<file path="src/rtl/fecs_pkg.sv">
// shared types, constants and the multiply op sequence for the ellipse span block
// no dependencies
package fecs_pkg;

  // field widths
  localparam int unsigned COORD_W   = 12;
  localparam int unsigned RAD_W     = 6;
  localparam int unsigned FILL_W    = 8;
  localparam int unsigned COL_W     = 10;
  localparam int unsigned CHART_W   = 11;
  localparam int unsigned CFG_IDX_W = 2;

  // defaults for the top level parameters
  localparam int unsigned MAX_RADIUS_DEF = 31;
  localparam int unsigned CHART_MAX_DEF  = 1024;
  localparam int unsigned MAX_RESULTS    = 63;

  // internal widths
  localparam int unsigned R_W    = 5;   // saturated radius magnitude
  localparam int unsigned SQ_W   = 10;  // square of a radius
  localparam int unsigned TT_W   = 14;  // (2x+1)^2
  localparam int unsigned X_W    = 6;   // x offset
  localparam int unsigned F_W    = 18;  // stepping terms fx and fy
  localparam int unsigned MUL_W  = 16;
  localparam int unsigned PROD_W = 32;
  localparam int unsigned P_W    = 32;  // decision variable, scaled by four
  localparam int unsigned CNT_W  = 6;

  // register indexes
  localparam logic [CFG_IDX_W-1:0] CFG_CHART_WIDTH  = CFG_IDX_W'(0);
  localparam logic [CFG_IDX_W-1:0] CFG_CHART_HEIGHT = CFG_IDX_W'(1);

  typedef enum logic [2:0] {
    ST_IDLE,
    ST_SETUP,
    ST_WALK,
    ST_PREP2,
    ST_STEP2
  } state_e;

  typedef enum logic [3:0] {
    OP_NONE,
    OP_AA,
    OP_BB,
    OP_AARY,
    OP_TT,
    OP_UU,
    OP_BBTT,
    OP_AAUU,
    OP_AABB
  } op_e;

  // one column pair to be clipped
  typedef struct packed {
    logic signed [COORD_W-1:0] cx;
    logic signed [COORD_W-1:0] cy;
    logic [X_W-1:0]            x;
    logic [R_W-1:0]            y;
    logic [FILL_W-1:0]         fill;
    logic                      last;
  } geom_t;

  // one result item
  typedef struct packed {
    logic [COL_W-1:0]  right_col;
    logic              right_ok;
    logic [COL_W-1:0]  left_col;
    logic              left_ok;
    logic [COL_W-1:0]  span_top;
    logic [COL_W-1:0]  span_bottom;
    logic [FILL_W-1:0] fill_out;
    logic              last_span;
  } res_t;

  // multiply sequence: setup chain, then region two chain
  function automatic op_e op_next(op_e op);
    op_e nxt;
    case (op)
      OP_AA:   nxt = OP_BB;
      OP_BB:   nxt = OP_AARY;
      OP_AARY: nxt = OP_NONE;
      OP_TT:   nxt = OP_UU;
      OP_UU:   nxt = OP_BBTT;
      OP_BBTT: nxt = OP_AAUU;
      OP_AAUU: nxt = OP_AABB;
      OP_AABB: nxt = OP_NONE;
      default: nxt = OP_NONE;
    endcase
    return nxt;
  endfunction

endpackage

</file>
<file path="src/rtl/fecs_if.sv">
// request channels of the ellipse span block: input, result and register write
// depends on fecs_pkg
interface fecs_in_if;
  logic                                valid;
  logic                                ready;
  logic signed [fecs_pkg::COORD_W-1:0] center_x;
  logic signed [fecs_pkg::COORD_W-1:0] center_y;
  logic signed [fecs_pkg::RAD_W-1:0]   radius_horiz;
  logic signed [fecs_pkg::RAD_W-1:0]   radius_vert;
  logic [fecs_pkg::FILL_W-1:0]         fill_value;

  modport source (output valid, center_x, center_y, radius_horiz, radius_vert, fill_value,
                  input ready);
  modport sink (input valid, center_x, center_y, radius_horiz, radius_vert, fill_value,
                output ready);
endinterface

interface fecs_out_if;
  logic                        valid;
  logic                        ready;
  logic [fecs_pkg::COL_W-1:0]  right_col;
  logic                        right_ok;
  logic [fecs_pkg::COL_W-1:0]  left_col;
  logic                        left_ok;
  logic [fecs_pkg::COL_W-1:0]  span_top;
  logic [fecs_pkg::COL_W-1:0]  span_bottom;
  logic [fecs_pkg::FILL_W-1:0] fill_out;
  logic                        last_span;

  modport source (output valid, right_col, right_ok, left_col, left_ok, span_top,
                  span_bottom, fill_out, last_span, input ready);
  modport sink (input valid, right_col, right_ok, left_col, left_ok, span_top,
                span_bottom, fill_out, last_span, output ready);
endinterface

interface fecs_cfg_if;
  logic                           valid;
  logic                           ready;
  logic [fecs_pkg::CFG_IDX_W-1:0] addr;
  logic [fecs_pkg::CHART_W-1:0]   data;

  modport source (output valid, addr, data, input ready);
  modport sink (input valid, addr, data, output ready);
endinterface

</file>
<file path="src/rtl/filled_ellipse_column_spans.sv">
// top level of the filled ellipse span block: sequencer, walk datapath, registers
// depends on fecs_pkg, fecs_if, fecs_mul, fecs_clip
//
//   channel  modport  direction  carries
//   in_i     sink     in         center_x, center_y, radius_horiz, radius_vert, fill_value
//   out_o    source   out        right_col, right_ok, left_col, left_ok, span_top,
//                                span_bottom, fill_out, last_span
//   cfg_i    sink     in         addr (0 chart_width, 1 chart_height), data
//
// one ellipse is accepted in idle, then runs its setup products on the shared
// multiplier; the walk gives one result per cycle while the result register is
// free, and at the change to region two runs its products and a first step state
// reset: asynchronous active low, chart size back to CHART_MAX, no clearing pass
// a stalled result register holds the walk; register writes are always taken
module filled_ellipse_column_spans #(
  parameter int unsigned MAX_RADIUS = fecs_pkg::MAX_RADIUS_DEF,
  parameter int unsigned CHART_MAX  = fecs_pkg::CHART_MAX_DEF
) (
  input  logic         clk_i,
  input  logic         rst_ni,
  fecs_in_if.sink      in_i,
  fecs_out_if.source   out_o,
  fecs_cfg_if.sink     cfg_i
);

  localparam int unsigned P_W = fecs_pkg::P_W;
  localparam int unsigned F_W = fecs_pkg::F_W;

  // saturated magnitude of a signed radius
  function automatic logic [fecs_pkg::R_W-1:0] abs_sat(
    logic signed [fecs_pkg::RAD_W-1:0] r
  );
    logic [fecs_pkg::RAD_W:0] mag;
    mag = r[fecs_pkg::RAD_W-1] ? ((fecs_pkg::RAD_W+1)'(0) - {r[fecs_pkg::RAD_W-1], r})
                               : {1'b0, r};
    if (mag > (fecs_pkg::RAD_W+1)'(MAX_RADIUS)) begin
      return fecs_pkg::R_W'(MAX_RADIUS);
    end
    return mag[fecs_pkg::R_W-1:0];
  endfunction

  fecs_pkg::state_e             state_q, state_d;
  fecs_pkg::op_e                op_q, op_d, wb_op;
  logic [fecs_pkg::PROD_W-1:0]  prod;
  logic [fecs_pkg::MUL_W-1:0]   mul_a, mul_b;

  logic signed [fecs_pkg::COORD_W-1:0] cx_q, cy_q;
  logic [fecs_pkg::FILL_W-1:0]         fill_q;
  logic [fecs_pkg::R_W-1:0]            rx_q, ry_q;
  logic [fecs_pkg::SQ_W-1:0]           aa_q, aa_d, bb_q, bb_d, uu_q, uu_d;
  logic [fecs_pkg::TT_W-1:0]           tt_q, tt_d;
  logic [fecs_pkg::X_W-1:0]            x_q, x_d;
  logic [fecs_pkg::R_W-1:0]            y_q, y_d;
  logic [F_W-1:0]                      fx_q, fx_d, fy_q, fy_d;
  logic signed [P_W-1:0]               p_q, p_d;
  logic [fecs_pkg::CNT_W-1:0]          cnt_q, cnt_d;
  logic                                region1_q, region1_d;

  logic [fecs_pkg::CHART_W-1:0] width_q, height_q, cfg_val;
  logic                         out_valid_q, out_valid_d;
  fecs_pkg::res_t               res_q, clip_res;
  fecs_pkg::geom_t              geom;

  logic                  accept, out_free, emit, more, r1_go, p_neg;
  logic [F_W-1:0]        fx_inc, fy_dec;
  logic signed [P_W-1:0] fxi_s, fyd_s, aa_s, bb_s, prod_s, p_r1, p_r2;
  logic [fecs_pkg::X_W:0]   t_val;
  logic [fecs_pkg::R_W-1:0] u_mag;

  // shared multiplier
  fecs_mul u_mul (
    .clk_i  (clk_i),
    .rst_ni (rst_ni),
    .a_i    (mul_a),
    .b_i    (mul_b),
    .op_i   (op_q),
    .prod_o (prod),
    .op_o   (wb_op)
  );

  // clipping of the current column pair
  assign geom.cx   = cx_q;
  assign geom.cy   = cy_q;
  assign geom.x    = x_q;
  assign geom.y    = y_q;
  assign geom.fill = fill_q;
  assign geom.last = !more;

  fecs_clip u_clip (
    .geom_i   (geom),
    .width_i  (width_q),
    .height_i (height_q),
    .res_o    (clip_res)
  );

  // handshakes
  assign in_i.ready  = (state_q == fecs_pkg::ST_IDLE);
  assign accept      = in_i.valid && in_i.ready;
  assign cfg_i.ready = 1'b1;
  assign out_free    = !out_valid_q || out_o.ready;
  assign emit        = (state_q == fecs_pkg::ST_WALK) && out_free;

  // region two start terms: t = 2x+1, |y-1|
  assign t_val = {x_q, 1'b1};
  assign u_mag = (y_q == '0) ? fecs_pkg::R_W'(1) : y_q - fecs_pkg::R_W'(1);

  // multiplier operand select
  always_comb begin
    mul_a = '0;
    mul_b = '0;
    case (op_q)
      fecs_pkg::OP_AA:   begin mul_a = fecs_pkg::MUL_W'(rx_q); mul_b = fecs_pkg::MUL_W'(rx_q); end
      fecs_pkg::OP_BB:   begin mul_a = fecs_pkg::MUL_W'(ry_q); mul_b = fecs_pkg::MUL_W'(ry_q); end
      fecs_pkg::OP_AARY: begin mul_a = fecs_pkg::MUL_W'(aa_q); mul_b = fecs_pkg::MUL_W'(ry_q); end
      fecs_pkg::OP_TT:   begin mul_a = fecs_pkg::MUL_W'(t_val); mul_b = fecs_pkg::MUL_W'(t_val); end
      fecs_pkg::OP_UU:   begin mul_a = fecs_pkg::MUL_W'(u_mag); mul_b = fecs_pkg::MUL_W'(u_mag); end
      fecs_pkg::OP_BBTT: begin mul_a = fecs_pkg::MUL_W'(bb_q); mul_b = fecs_pkg::MUL_W'(tt_q); end
      fecs_pkg::OP_AAUU: begin mul_a = fecs_pkg::MUL_W'(aa_q); mul_b = fecs_pkg::MUL_W'(uu_q); end
      fecs_pkg::OP_AABB: begin mul_a = fecs_pkg::MUL_W'(aa_q); mul_b = fecs_pkg::MUL_W'(bb_q); end
      default: begin mul_a = '0; mul_b = '0; end
    endcase
  end

  // step terms shared by both regions
  assign fx_inc = fx_q + F_W'({bb_q, 1'b0});
  assign fy_dec = fy_q - F_W'({aa_q, 1'b0});
  assign fxi_s  = $signed(P_W'(fx_inc));
  assign fyd_s  = $signed(P_W'(fy_dec));
  assign aa_s   = $signed(P_W'(aa_q));
  assign bb_s   = $signed(P_W'(bb_q));
  assign prod_s = $signed(P_W'(prod));
  assign p_neg  = p_q[P_W-1];

  assign p_r1 = p_neg ? p_q + ((fxi_s + bb_s) <<< 2)
                      : p_q + ((fxi_s + bb_s - fyd_s) <<< 2);
  assign p_r2 = p_neg ? p_q + ((fxi_s + aa_s - fyd_s) <<< 2)
                      : p_q + ((aa_s - fyd_s) <<< 2);

  // does another result follow the current one
  assign r1_go = region1_q && (fx_q < fy_q);
  assign more  = (cnt_q != fecs_pkg::CNT_W'(fecs_pkg::MAX_RESULTS - 1)) &&
                 (r1_go || (y_q != '0));

  // sequencer and datapath next state
  always_comb begin
    state_d     = state_q;
    op_d        = op_q;
    aa_d        = aa_q;
    bb_d        = bb_q;
    tt_d        = tt_q;
    uu_d        = uu_q;
    x_d         = x_q;
    y_d         = y_q;
    fx_d        = fx_q;
    fy_d        = fy_q;
    p_d         = p_q;
    cnt_d       = cnt_q;
    region1_d   = region1_q;
    out_valid_d = out_valid_q;

    // product write back
    case (wb_op)
      fecs_pkg::OP_AA:   aa_d = prod[fecs_pkg::SQ_W-1:0];
      fecs_pkg::OP_BB:   bb_d = prod[fecs_pkg::SQ_W-1:0];
      fecs_pkg::OP_AARY: begin
        fy_d = F_W'({prod, 1'b0});
        p_d  = (bb_s <<< 2) - (prod_s <<< 2) + aa_s + $signed(P_W'(2));
      end
      fecs_pkg::OP_TT:   tt_d = prod[fecs_pkg::TT_W-1:0];
      fecs_pkg::OP_UU:   uu_d = prod[fecs_pkg::SQ_W-1:0];
      fecs_pkg::OP_BBTT: p_d  = prod_s + $signed(P_W'(2));
      fecs_pkg::OP_AAUU: p_d  = p_q + (prod_s <<< 2);
      fecs_pkg::OP_AABB: p_d  = p_q - (prod_s <<< 2);
      default: ;
    endcase

    // result register drains when taken
    if (out_o.ready) begin
      out_valid_d = 1'b0;
    end

    case (state_q)
      fecs_pkg::ST_IDLE: begin
        if (accept) begin
          state_d   = fecs_pkg::ST_SETUP;
          op_d      = fecs_pkg::OP_AA;
          x_d       = '0;
          y_d       = abs_sat(in_i.radius_vert);
          fx_d      = '0;
          cnt_d     = '0;
          region1_d = 1'b1;
        end
      end
      fecs_pkg::ST_SETUP: begin
        op_d = fecs_pkg::op_next(op_q);
        if (op_q == fecs_pkg::OP_NONE) begin
          state_d = fecs_pkg::ST_WALK;
        end
      end
      fecs_pkg::ST_WALK: begin
        if (emit) begin
          out_valid_d = 1'b1;
          cnt_d       = cnt_q + fecs_pkg::CNT_W'(1);
          if (!more) begin
            state_d = fecs_pkg::ST_IDLE;
          end else if (r1_go) begin
            // region one step
            x_d  = x_q + fecs_pkg::X_W'(1);
            fx_d = fx_inc;
            p_d  = p_r1;
            if (!p_neg) begin
              y_d  = y_q - fecs_pkg::R_W'(1);
              fy_d = fy_dec;
            end
          end else if (region1_q) begin
            state_d   = fecs_pkg::ST_PREP2;
            op_d      = fecs_pkg::OP_TT;
            region1_d = 1'b0;
          end else begin
            // region two step
            y_d  = y_q - fecs_pkg::R_W'(1);
            fy_d = fy_dec;
            p_d  = p_r2;
            if (p_neg) begin
              x_d  = x_q + fecs_pkg::X_W'(1);
              fx_d = fx_inc;
            end
          end
        end
      end
      fecs_pkg::ST_PREP2: begin
        op_d = fecs_pkg::op_next(op_q);
        if (op_q == fecs_pkg::OP_NONE) begin
          state_d = fecs_pkg::ST_STEP2;
        end
      end
      fecs_pkg::ST_STEP2: begin
        // first region two step, emitted in the walk state
        y_d     = y_q - fecs_pkg::R_W'(1);
        fy_d    = fy_dec;
        p_d     = p_r2;
        state_d = fecs_pkg::ST_WALK;
        if (p_neg) begin
          x_d  = x_q + fecs_pkg::X_W'(1);
          fx_d = fx_inc;
        end
      end
      default: state_d = fecs_pkg::ST_IDLE;
    endcase
  end

  // control registers
  always_ff @(posedge clk_i or negedge rst_ni) begin
    if (!rst_ni) begin
      state_q     <= fecs_pkg::ST_IDLE;
      op_q        <= fecs_pkg::OP_NONE;
      cnt_q       <= '0;
      region1_q   <= 1'b0;
      out_valid_q <= 1'b0;
    end else begin
      state_q     <= state_d;
      op_q        <= op_d;
      cnt_q       <= cnt_d;
      region1_q   <= region1_d;
      out_valid_q <= out_valid_d;
    end
  end

  // datapath registers
  always_ff @(posedge clk_i) begin
    aa_q <= aa_d;
    bb_q <= bb_d;
    tt_q <= tt_d;
    uu_q <= uu_d;
    x_q  <= x_d;
    y_q  <= y_d;
    fx_q <= fx_d;
    fy_q <= fy_d;
    p_q  <= p_d;
    if (accept) begin
      cx_q   <= in_i.center_x;
      cy_q   <= in_i.center_y;
      fill_q <= in_i.fill_value;
      rx_q   <= abs_sat(in_i.radius_horiz);
      ry_q   <= abs_sat(in_i.radius_vert);
    end
    if (emit) begin
      res_q <= clip_res;
    end
  end

  // chart size registers, saturated to the largest chart
  assign cfg_val = (cfg_i.data > fecs_pkg::CHART_W'(CHART_MAX)) ? fecs_pkg::CHART_W'(CHART_MAX)
                                                              : cfg_i.data;

  always_ff @(posedge clk_i or negedge rst_ni) begin
    if (!rst_ni) begin
      width_q  <= fecs_pkg::CHART_W'(CHART_MAX);
      height_q <= fecs_pkg::CHART_W'(CHART_MAX);
    end else if (cfg_i.valid && cfg_i.ready) begin
      case (cfg_i.addr)
        fecs_pkg::CFG_CHART_WIDTH:  width_q  <= cfg_val;
        fecs_pkg::CFG_CHART_HEIGHT: height_q <= cfg_val;
        default: ;
      endcase
    end
  end

  // result outputs
  assign out_o.valid       = out_valid_q;
  assign out_o.right_col   = res_q.right_col;
  assign out_o.right_ok    = res_q.right_ok;
  assign out_o.left_col    = res_q.left_col;
  assign out_o.left_ok     = res_q.left_ok;
  assign out_o.span_top    = res_q.span_top;
  assign out_o.span_bottom = res_q.span_bottom;
  assign out_o.fill_out    = res_q.fill_out;
  assign out_o.last_span   = res_q.last_span;

`ifndef ASSERT_OFF
  // a request starts the setup chain at its first op
  a_accept_setup: assert property (@(posedge clk_i) disable iff (!rst_ni)
    accept |=> (state_q == fecs_pkg::ST_SETUP) && (op_q == fecs_pkg::OP_AA))
    else $error("setup did not start after a request");

  // the last result of an ellipse returns the sequencer to idle
  a_last_idle: assert property (@(posedge clk_i) disable iff (!rst_ni)
    (emit && !more) |=> (state_q == fecs_pkg::ST_IDLE) && out_valid_q && res_q.last_span)
    else $error("last result did not end the walk");

  // a region two step never runs below the axis
  a_step2_y: assert property (@(posedge clk_i) disable iff (!rst_ni)
    (state_q == fecs_pkg::ST_STEP2) |-> (y_q != '0))
    else $error("region two step with y at zero");

  // result count stays below the step limit while walking
  a_cnt_limit: assert property (@(posedge clk_i) disable iff (!rst_ni)
    (state_q == fecs_pkg::ST_WALK) |-> (cnt_q < fecs_pkg::CNT_W'(fecs_pkg::MAX_RESULTS)))
    else $error("result count beyond the step limit");

  // a waiting result is not overwritten
  a_no_overwrite: assert property (@(posedge clk_i) disable iff (!rst_ni)
    (out_valid_q && !out_o.ready) |-> !emit)
    else $error("result register overwritten while waiting");
`endif

endmodule

</file>
<file path="src/rtl/fecs_mul.sv">
// shared registered multiplier of the ellipse span block, tags each product with its op
// depends on fecs_pkg
module fecs_mul (
  input  logic                          clk_i,
  input  logic                          rst_ni,
  input  logic [fecs_pkg::MUL_W-1:0]    a_i,
  input  logic [fecs_pkg::MUL_W-1:0]    b_i,
  input  fecs_pkg::op_e                 op_i,
  output logic [fecs_pkg::PROD_W-1:0]   prod_o,
  output fecs_pkg::op_e                 op_o
);

  logic [fecs_pkg::PROD_W-1:0] prod_d, prod_q;
  fecs_pkg::op_e               op_q;

  // unsigned product, result width holds the full product
  assign prod_d = a_i * b_i;

  // product register, payload only
  always_ff @(posedge clk_i) begin
    prod_q <= prod_d;
  end

  // op tag register, reset, in step with the product register
  always_ff @(posedge clk_i or negedge rst_ni) begin
    if (!rst_ni) begin
      op_q <= fecs_pkg::OP_NONE;
    end else begin
      op_q <= op_i;
    end
  end

  assign prod_o = prod_q;
  assign op_o   = op_q;

endmodule

</file>
<file path="src/rtl/fecs_clip.sv">
// clips one mirrored column pair and its vertical span to the chart
// depends on fecs_pkg
module fecs_clip (
  input  fecs_pkg::geom_t                geom_i,
  input  logic [fecs_pkg::CHART_W-1:0]   width_i,
  input  logic [fecs_pkg::CHART_W-1:0]   height_i,
  output fecs_pkg::res_t                 res_o
);

  localparam int unsigned S_W = fecs_pkg::COORD_W + 2;

  logic signed [S_W-1:0] cx_s, cy_s, x_s, y_s, w_s, h_m1;
  logic signed [S_W-1:0] r, l, top, bot, top_c, bot_c;
  logic                  span, rok, lok;

  // widen everything to one signed width
  assign cx_s = S_W'(geom_i.cx);
  assign cy_s = S_W'(geom_i.cy);
  assign x_s  = $signed(S_W'(geom_i.x));
  assign y_s  = $signed(S_W'(geom_i.y));
  assign w_s  = $signed(S_W'(width_i));
  assign h_m1 = $signed(S_W'(height_i)) - $signed(S_W'(1));

  // mirrored columns and raw span
  assign r   = cx_s + x_s;
  assign l   = cx_s - x_s;
  assign top = cy_s - y_s;
  assign bot = cy_s + y_s;

  // clip span to the chart rows
  assign top_c = top[S_W-1] ? '0 : top;
  assign bot_c = (bot > h_m1) ? h_m1 : bot;
  assign span  = (height_i != '0) && (top_c <= bot_c);

  // column checks
  assign rok = span && !r[S_W-1] && (r < w_s);
  assign lok = span && !l[S_W-1] && (l < w_s);

  always_comb begin
    res_o.right_col   = rok ? r[fecs_pkg::COL_W-1:0] : '0;
    res_o.right_ok    = rok;
    res_o.left_col    = lok ? l[fecs_pkg::COL_W-1:0] : '0;
    res_o.left_ok     = lok;
    res_o.span_top    = span ? top_c[fecs_pkg::COL_W-1:0] : '0;
    res_o.span_bottom = span ? bot_c[fecs_pkg::COL_W-1:0] : '0;
    res_o.fill_out    = geom_i.fill;
    res_o.last_span   = geom_i.last;
  end

endmodule
</file>
<file path="src/flat_wrapper.sv">
// flat-port wrapper written by rule: the top's interface ports become plain ports
module filled_ellipse_column_spans_flat 
#(
  parameter int unsigned MAX_RADIUS = fecs_pkg::MAX_RADIUS_DEF,
  parameter int unsigned CHART_MAX  = fecs_pkg::CHART_MAX_DEF
)
  (clk_i, rst_ni, in_i_valid, in_i_center_x, in_i_center_y, in_i_radius_horiz, in_i_radius_vert, in_i_fill_value, in_i_ready, out_o_valid, out_o_right_col, out_o_right_ok, out_o_left_col, out_o_left_ok, out_o_span_top, out_o_span_bottom, out_o_fill_out, out_o_last_span, out_o_ready, cfg_i_valid, cfg_i_addr, cfg_i_data, cfg_i_ready);
  fecs_in_if in_i_i ();
  fecs_out_if out_o_i ();
  fecs_cfg_if cfg_i_i ();
  input  logic clk_i;
  input  logic rst_ni;
  input wire logic [$bits(in_i_i.valid)-1:0] in_i_valid;
  input wire logic [$bits(in_i_i.center_x)-1:0] in_i_center_x;
  input wire logic [$bits(in_i_i.center_y)-1:0] in_i_center_y;
  input wire logic [$bits(in_i_i.radius_horiz)-1:0] in_i_radius_horiz;
  input wire logic [$bits(in_i_i.radius_vert)-1:0] in_i_radius_vert;
  input wire logic [$bits(in_i_i.fill_value)-1:0] in_i_fill_value;
  output wire logic [$bits(in_i_i.ready)-1:0] in_i_ready;
  output wire logic [$bits(out_o_i.valid)-1:0] out_o_valid;
  output wire logic [$bits(out_o_i.right_col)-1:0] out_o_right_col;
  output wire logic [$bits(out_o_i.right_ok)-1:0] out_o_right_ok;
  output wire logic [$bits(out_o_i.left_col)-1:0] out_o_left_col;
  output wire logic [$bits(out_o_i.left_ok)-1:0] out_o_left_ok;
  output wire logic [$bits(out_o_i.span_top)-1:0] out_o_span_top;
  output wire logic [$bits(out_o_i.span_bottom)-1:0] out_o_span_bottom;
  output wire logic [$bits(out_o_i.fill_out)-1:0] out_o_fill_out;
  output wire logic [$bits(out_o_i.last_span)-1:0] out_o_last_span;
  input wire logic [$bits(out_o_i.ready)-1:0] out_o_ready;
  input wire logic [$bits(cfg_i_i.valid)-1:0] cfg_i_valid;
  input wire logic [$bits(cfg_i_i.addr)-1:0] cfg_i_addr;
  input wire logic [$bits(cfg_i_i.data)-1:0] cfg_i_data;
  output wire logic [$bits(cfg_i_i.ready)-1:0] cfg_i_ready;
  assign in_i_i.valid = in_i_valid;
  assign in_i_i.center_x = in_i_center_x;
  assign in_i_i.center_y = in_i_center_y;
  assign in_i_i.radius_horiz = in_i_radius_horiz;
  assign in_i_i.radius_vert = in_i_radius_vert;
  assign in_i_i.fill_value = in_i_fill_value;
  assign in_i_ready = in_i_i.ready;
  assign out_o_valid = out_o_i.valid;
  assign out_o_right_col = out_o_i.right_col;
  assign out_o_right_ok = out_o_i.right_ok;
  assign out_o_left_col = out_o_i.left_col;
  assign out_o_left_ok = out_o_i.left_ok;
  assign out_o_span_top = out_o_i.span_top;
  assign out_o_span_bottom = out_o_i.span_bottom;
  assign out_o_fill_out = out_o_i.fill_out;
  assign out_o_last_span = out_o_i.last_span;
  assign out_o_i.ready = out_o_ready;
  assign cfg_i_i.valid = cfg_i_valid;
  assign cfg_i_i.addr = cfg_i_addr;
  assign cfg_i_i.data = cfg_i_data;
  assign cfg_i_ready = cfg_i_i.ready;
  filled_ellipse_column_spans #(.MAX_RADIUS(MAX_RADIUS), .CHART_MAX(CHART_MAX)) u_core (.clk_i(clk_i), .rst_ni(rst_ni), .in_i(in_i_i), .out_o(out_o_i), .cfg_i(cfg_i_i));
endmodule
</file>
<file path="config.mk">
export PLATFORM = sky130hd
export DESIGN_NAME = filled_ellipse_column_spans_flat
export DESIGN_NICKNAME = d
export VERILOG_FILES = /design/src/rtl/fecs_pkg.sv /design/src/rtl/fecs_if.sv /design/src/rtl/filled_ellipse_column_spans.sv /design/src/rtl/fecs_mul.sv /design/src/rtl/fecs_clip.sv /design/src/flat_wrapper.sv
export SDC_FILE = /design/constraint.sdc
export NUM_CORES = 2
export LEC_CHECK = 0
export ABC_AREA = 1
export BUFFER_PORTS_ARGS = -buffer_cell sky130_fd_sc_hd__buf_4
export CAP_MARGIN = 5
export CORE_ASPECT_RATIO = 0.7
export CORE_MARGIN = 2
export CORE_UTILIZATION = 25
export CTS_CLUSTER_SIZE = 20
export DETAILED_ROUTE_END_ITERATION = 10
export MAX_ROUTING_LAYER = met4
export SLEW_MARGIN = 20
export SYNTH_ARGS = -nofsm -noshare
export SYNTH_HDL_FRONTEND = slang
export SYNTH_SLANG_ARGS = --single-unit
</file>
<file path="constraint.sdc">
create_clock -name clk_i -period 6.7 [get_ports clk_i]
set_input_delay 1.005 -clock clk_i [delete_from_list [all_inputs] [get_ports clk_i]]
set_output_delay 1.005 -clock clk_i [all_outputs]
set_load 0.01 [all_outputs]
</file>
Word level (Yosys, flattened, before mapping)

Memory sizes are Yosys's and may differ from the RTL's.
Index checks and enable logic that the tools add are counted.

Add/subtract/negate cells: 27
Multiply operators: 1
Order comparisons: 8
Equal/unequal tests: 33
Mux-type cells: 78
Reduce and logical (&&, ||, !) cells: 34

Operators with widths:

| operator                                             | count |
|---|---|
| 2-to-1 mux 18 bit                                    | 12 |
| 2-to-1 mux 32 bit                                    | 6 |
| adder 32 bit                                         | 5 |
| one-hot mux 32 bit (4 select lines)                  | 1 |
| one-hot mux 14 bit (7 select lines)                  | 1 |
| adder 32 x 3 -> 32 bit (second input constant)       | 2 |
| one-hot mux 32 bit (2 select lines)                  | 1 |
| 2-to-1 mux 5 bit                                     | 12 |
| one-hot mux 10 bit (6 select lines)                  | 1 |
| subtractor 30 x 19 -> 30 bit                         | 2 |
| one-hot mux 18 bit (3 select lines)                  | 1 |
| 2-to-1 mux 6 bit                                     | 7 |
| adder 18 x 10 -> 19 bit                              | 2 |
| one-hot mux 18 bit (2 select lines)                  | 1 |
| adder 32 x 11 -> 32 bit                              | 1 |
| equality test 4 x 3 -> 1 bit (second input constant) | 8 |
| subtractor 13 x 32 -> 32 bit                         | 1 |
| subtractor 32 bit                                    | 1 |
| less-than comparator 13 x 12 -> 1 bit                | 2 |
| multiplier 10 x 14 -> 24 bit                         | 1 |
| 2-to-1 mux 3 bit                                     | 7 |
| 2-to-1 mux 4 bit                                     | 5 |
| subtractor 10 x 18 -> 19 bit                         | 1 |
| adder 18 x 11 -> 18 bit                              | 1 |
| 55 further kinds                                     | 99 |

Register bits after elaboration: 289
Memory bits (read-only): 128
Output and inout port bits: 54
Word-level logic and storage cells: 214
Memories: 2

Memories:

| name            | words | bits a word | read ports | clocked after memory_dff | write ports | line           | text |
|---|---|---|---|---|---|---|---|
| (no name shown) | 16    | 4           | 1          | 0                        | 0           | fecs_pkg.sv:78 | `case (op)` |
| (no name shown) | 16    | 4           | 1          | 0                        | 0           | fecs_pkg.sv:78 |  |

Depth between registers and ports, before layout

Depth after elaboration: 10
Depth in mapped cells: 43
Depth with buffers taken out: 43

Hierarchy

Synthesis repeated with hierarchy kept, for this count alone.

Cells, all modules: 5745
Area, all modules: 39377.8 µm²

By module, submodules not included:

| module                      | times used | cells each | area each (µm²) | sequential area each (µm²) |
|---|---|---|---|---|
| filled_ellipse_column_spans | 1          | 3726       | 25528.2         | 6854.1 |
| fecs_mul                    | 1          | 1411       | 10226.1         | 740.7 |
| fecs_clip                   | 1          | 608        | 3623.5          | 0.0 |

Worst setup path before layout

No wires, ideal clock.

Path kind: register to register
From: register u_core.op_q[0]
To: register u_core.u_mul.prod_q (netlist bit u_core.u_mul.prod_o[18])
Arrival time: 6.075 ns
Data required time: 6.580 ns
Slack: 0.506 ns
Stages on the path, launching flop included: 28
Clock period less this slack: 6.194 ns
Cells stage by stage: dfrtp_1 -> inv_1 -> ha_1 -> inv_1 -> nor3_1 -> clkinv_1 -> nor2_1 -> a221oi_1 -> nand3_1 -> nand2_1 -> fa_1 -> inv_1 -> fa_1 -> inv_1 -> fa_1 -> inv_1 -> fa_1 -> fa_1 -> ha_1 -> nand2_1 -> nor2_1 -> a211o_1 -> a31o_2 -> a21oi_1 -> inv_1 -> nand2_1 -> nand2_1 -> xor2_1

Cells in the longest elaborated chain, start to end: 4
Elaborated cells between the ends (all ways): 13
Classes of those cells: 1 x mul; 8 x eq/ne; 2 x mux; 2 x reduce/logical

RTL lines:

| item                                                                                       | line                               | text |
|---|---|---|
| start: declaration                                                                         | filled_ellipse_column_spans.sv:43  | `fecs_pkg::op_e op_q, op_d, wb_op;` |
| start signal: assignment                                                                   | filled_ellipse_column_spans.sv:256 | `op_q <= fecs_pkg::OP_NONE;` |
| start signal: assignment                                                                   | filled_ellipse_column_spans.sv:262 | `op_q <= op_d;` |
| equality test 4 x 2 -> 1 bit, or another cell as far along                                 | filled_ellipse_column_spans.sv:111 | `case (op_q)` |
| OR reduction 3 bit (no line) or OR reduction 2 bit (tied branches)                         | --                                 |  |
| one-hot mux 10 bit (6 select lines) or one-hot mux 14 bit (7 select lines) (tied branches) | filled_ellipse_column_spans.sv:111 |  |
| multiplier 10 x 14 -> 24 bit *                                                             | fecs_mul.sv:17                     | `assign prod_d = a_i * b_i;` |
| named net u_core.u_mul.prod_d, one bit                                                     | fecs_mul.sv:13                     | `logic [fecs_pkg::PROD_W-1:0] prod_d, prod_q;` |
| end signal: assignment                                                                     | fecs_mul.sv:21                     | `prod_q <= prod_d;` |
| end: declaration                                                                           | fecs_mul.sv:13                     |  |

The timed path passes the listed nets; every way through them passes the cells marked *.
A chain may end at the register's enable or synchronous reset.

Worst setup path in the final report

From: register u_core.bb_q[0] (netlist name)
To: register u_core.p_q[21]

Cells in the longest elaborated chain, start to end: 10
Elaborated cells between the ends (all ways): 19
Classes of those cells: 11 x add/sub; 8 x mux

RTL lines:

| item                                  | line                               | text |
|---|---|---|
| start: declaration                    | filled_ellipse_column_spans.sv:50  | `logic [fecs_pkg::SQ_W-1:0] aa_q, aa_d, bb_q, bb_d, uu_q, uu_d;` |
| start signal: assignment              | filled_ellipse_column_spans.sv:272 | `bb_q <= bb_d;` |
| adder 18 x 11 -> 18 bit               | filled_ellipse_column_spans.sv:125 | `assign fx_inc = fx_q + F_W'({bb_q, 1'b0});` |
| adder 18 x 10 -> 19 bit               | filled_ellipse_column_spans.sv:136 | `assign p_r2 = p_neg ? p_q + ((fxi_s + aa_s - fyd_s) <<< 2)` |
| subtractor 30 x 19 -> 30 bit          | filled_ellipse_column_spans.sv:136 |  |
| adder 32 bit                          | filled_ellipse_column_spans.sv:136 |  |
| 2-to-1 mux 32 bit                     | filled_ellipse_column_spans.sv:136 |  |
| 2-to-1 mux 32 bit                     | filled_ellipse_column_spans.sv:215 | `end else if (region1_q) begin` |
| 2-to-1 mux 32 bit                     | filled_ellipse_column_spans.sv:206 | `end else if (r1_go) begin` |
| 2-to-1 mux 32 bit                     | filled_ellipse_column_spans.sv:204 | `if (!more) begin` |
| 2-to-1 mux 32 bit                     | filled_ellipse_column_spans.sv:201 | `if (emit) begin` |
| one-hot mux 32 bit (2 select lines) * | filled_ellipse_column_spans.sv:182 | `case (state_q)` |
| named net u_core.p_d[21]              | filled_ellipse_column_spans.sv:55  | `logic signed [P_W-1:0] p_q, p_d;` |
| end signal: assignment                | filled_ellipse_column_spans.sv:279 | `p_q <= p_d;` |
| end: declaration                      | filled_ellipse_column_spans.sv:55  |  |

Marks and branches as above.

==> parameters.txt <==
Parameter                              Value

Outcome
  Run status    completed

Placed design
  Total half-perimeter wirelength after legalization and detailed placement    between 100 and 150 mm
  Routability congestion estimate    approximately 1
  Placed cell count    roughly 7000
  Port Buffers    114

Critical path
  Worst path max stage delay    just over 0.4 ns
  Critical Path RT    about 7.3 ns
  Critical path class    register to register
  Most Frequent Cell on Critical Path    nand2_1
  CP max stage cell    fa_2
  Critical path arrival    7.06 ns
  Critical Path End Type    register
  Critical path launch point type    register
  CP Max Fanout    4
  Setup slack on the worst flop-to-flop path    a little under 0.2 ns

Hold path
  Type of the worst min-delay path    primary input to asynchronous set/reset pin

Synthesis
  Count of flip-flops with a built-in enable after synthesis    about 170
  Post-synthesis simple-gate area fraction    0.271
  Library cell with the largest summed area after synthesis    edfxtp_1
  Post-Synthesis Cells    4806
  Avg Synthesized Cell Area    a little under 7 sq um
  Sequential area share after synthesis    0.223
  Total nets after synthesis    between 5000 and 6000
  Synth Area in Adders    0.200
  Flops & latches, synth    between 200 and 300
  Post-synthesis cell type count    77
  Cell area after technology mapping    ~0.033 sq mm
  Xor-xnor portion of the synthesized cell area    0.0467
  Primary flip-flop cell chosen by synthesis mapping    edfxtp_1
  Dominant combinational cell family by area after synthesis    simple AND/OR/NAND/NOR gates
  Top cells by area in the synthesized netlist    edfxtp_1, ha_1, nand2_1
  Multiplexer share of the synthesized area    0
  Area share of the largest cell type after synthesis    0.149
  Warning count from the yosys run    0
  Compound-cell area share of the yosys netlist    0.163
  Fraction of registers with async set or reset after synthesis    0.147

Detailed routing
  WL/cell    around 19 um
  Detailed-routing iteration count for the pre-antenna-repair pass    5
  Ratio of routed vias to standard cells    about 5.0
  Number of DRC markers in iteration 0    a little over 4000
  Via total after detailed routing    ~35000
  Post-route antenna net violation count    0
  Post-route DRC    0
  Final wirelength    between 100 and 150 mm

Run
  Maxcap violations    0

STA
  Worst hold-check slack    about 0.36 ns
  Final Critical Period    6.51 ns
  Number of pins with negative max-slew slack in the final report    0
  Post-route clock period utilization    0.971
  Setup Viol. Count Final    0
  Slew of the pin with the lowest slew margin    1.21 ns
  Hold violation total from the final report    0
  Setup total negative slack    0 ns
  Maximum achievable frequency    154 MHz
  Relative slew slack    0.189
  Maximum clock skew at final layout    0.0297 ns

Clock tree
  H-tree lvl count    1
  Clock slew at reported path FFs    0.07 ns
  Total clock buffers created by CTS    30
  CTS sink count    around 280
  CTS tree    done
  Root buffer selected by CTS    clkbuf_16
  Max Root-Sink Buffers    3
  Clock Latency Late Sink    roughly 0.67 ns

Global route
  Overall global routing resource usage    0.195
  Largest net degree at the start of global routing    65
  Antenna violations before repair    3
  Global-route wire length before repair    about 200 mm
  GRT Residual Overflow    0
  Number of global-route vias before repair    ~32000

Layout
  Seq. cell area    0.00744 sq mm
  Area of the multi-input gates    between 0.02 and 0.025 sq mm
  Net count, final    5804
  Ratio of cells with drive above 1 in the final layout    0.194
  Fill cells    approximately 14000
  Area growth from synthesis to layout    25.9%
  Final Non-Filler Cells    between 7000 and 8000
  Final cell utilization of the core    0.316

Floorplanning
  Initial cell density of the core    0.251
  Std-Cell Core Area    0.133 sq mm
  Row cnt    between 100 and 150
  Horiz. Die Dim    approximately 440 um
  Die height    between 300 and 400 um
  I/O pin count    ~120
  Full die area    roughly 0.14 sq mm
-- critical path, delay by kind of cell (launching register included) --
kind	cells	cell delay, ns
and+or+nand+nor	17	1.70
AOI/OAI and AO/OA	8	1.57
adders and majority gates	5	1.50
buffers and inverters	8	0.91
DFF	1	0.36
xor gates and xnor gates	2	0.35
-- what timing repair did --
item                       CTS  global route
hold buffers                 0             0
buffers inserted             1            31
resized for setup           34           325
setup endpoints to repair   16            67
pin swaps                    3            99
-- Yosys cell counts, types with 15 or more instances --
library cell,number
nand2_1,1125
inv_1,722
nor2_1,408
ha_1,348
a21oi_1,347
o21ai_0,310
nand3_1,262
edfxtp_1,166
xor2_1,135
fa_1,116
nor3_1,77
dfxtp_1,71
nand4_1,61
clkbuf_1,49
or2_2,46
o22ai_1,43
xnor2_1,43
dfrtp_1,39
a21o_1,35
buf_2,35
a31oi_1,32
o211ai_1,30
o21ai_1,27
nor4_1,19
nor2_2,18
nand2_2,17
nand3b_1,15
-- placed cells by master, fill, tap and decap left out, types with 112 or more instances in the layout --
master	count
a21oi_1	294
edfxtp_1	166
buf_4	533
inv_1	707
nor2_1	374
ha_1	297
xor2_1	121
nand2_1	1094
fa_1	112
o21ai_0	271
nand3_1	251
-- path summary, 6_finish.rpt --
check / from / end / depth (start not counted)
max: u_core.bb_q[0] / u_core.p_q[21] / 40
min in group clk_i: u_core.fill_q[1] / u_core.out_o.fill_out[1] / 0
max reg2reg: u_core.bb_q[0] / u_core.p_q[21] / 40
min reg2reg: u_core.fill_q[1] / u_core.out_o.fill_out[1] / 0
max in group asynchronous: rst_ni / u_core.u_mul.op_o[2] / 1
min: rst_ni / u_core.cnt_q[1] / 1
-- layout make-up --
type,count,share of cell area
Multi-Input combinational cell,3686,0.581
Sequential cell,278,0.177
Timing Repair Buffer,540,0.0975
Inverter,742,0.0665
Tap cell,1767,0.0526
Clock buffer,32,0.0185
Clock inverter,24,0.00682
Antenna cell,1,0.0000596
-- per-stage QoR --
stage / instance area, sq um / worst slack [ns]
floorplan: 33400 / 0.506
global placement: 39000 / -0.426
detailed placement: 39000 / -0.591
CTS: 40200 / -0.0265
global route: 42000 / -0.0972
finish: 42000 / 0.194
-- flip-flops by register name (all words and copies together) (netlist names), 11 cells and up --
signal	flops
u_core.fy_q	18
u_core.tt_q	14
u_core.p_q	30
u_core.u_mul.prod_o	24
u_core.width_q	11
u_core.height_q	11
u_core.fx_q	17
u_core.cx_q	12
u_core.cy_q	12
-- routing by layer --
metal | vias up | global-route usage | routed length [um]
li1 | 16900 | - | -
met1 | 16700 | 0.302 | 66500
met2 | 1641 | 0.256 | 51500
met3 | 121 | 0.0422 | 14500
met4 | 0 | 0.0257 | 2040
met5 | - | - | 0
-- logic make-up after synthesis --
kind of cell	count (synthesis)
AO/OA/AOI/OAI	949
XOR/XNOR	178
adder cells (fa/ha/maj)	464
buffers and inverters	842
flip-flops	278
other	1
AND/OR/NAND/NOR	2094
Power is not shown: default switching activity piles up to over one toggle a cycle in this logic, so the estimate is an artifact.
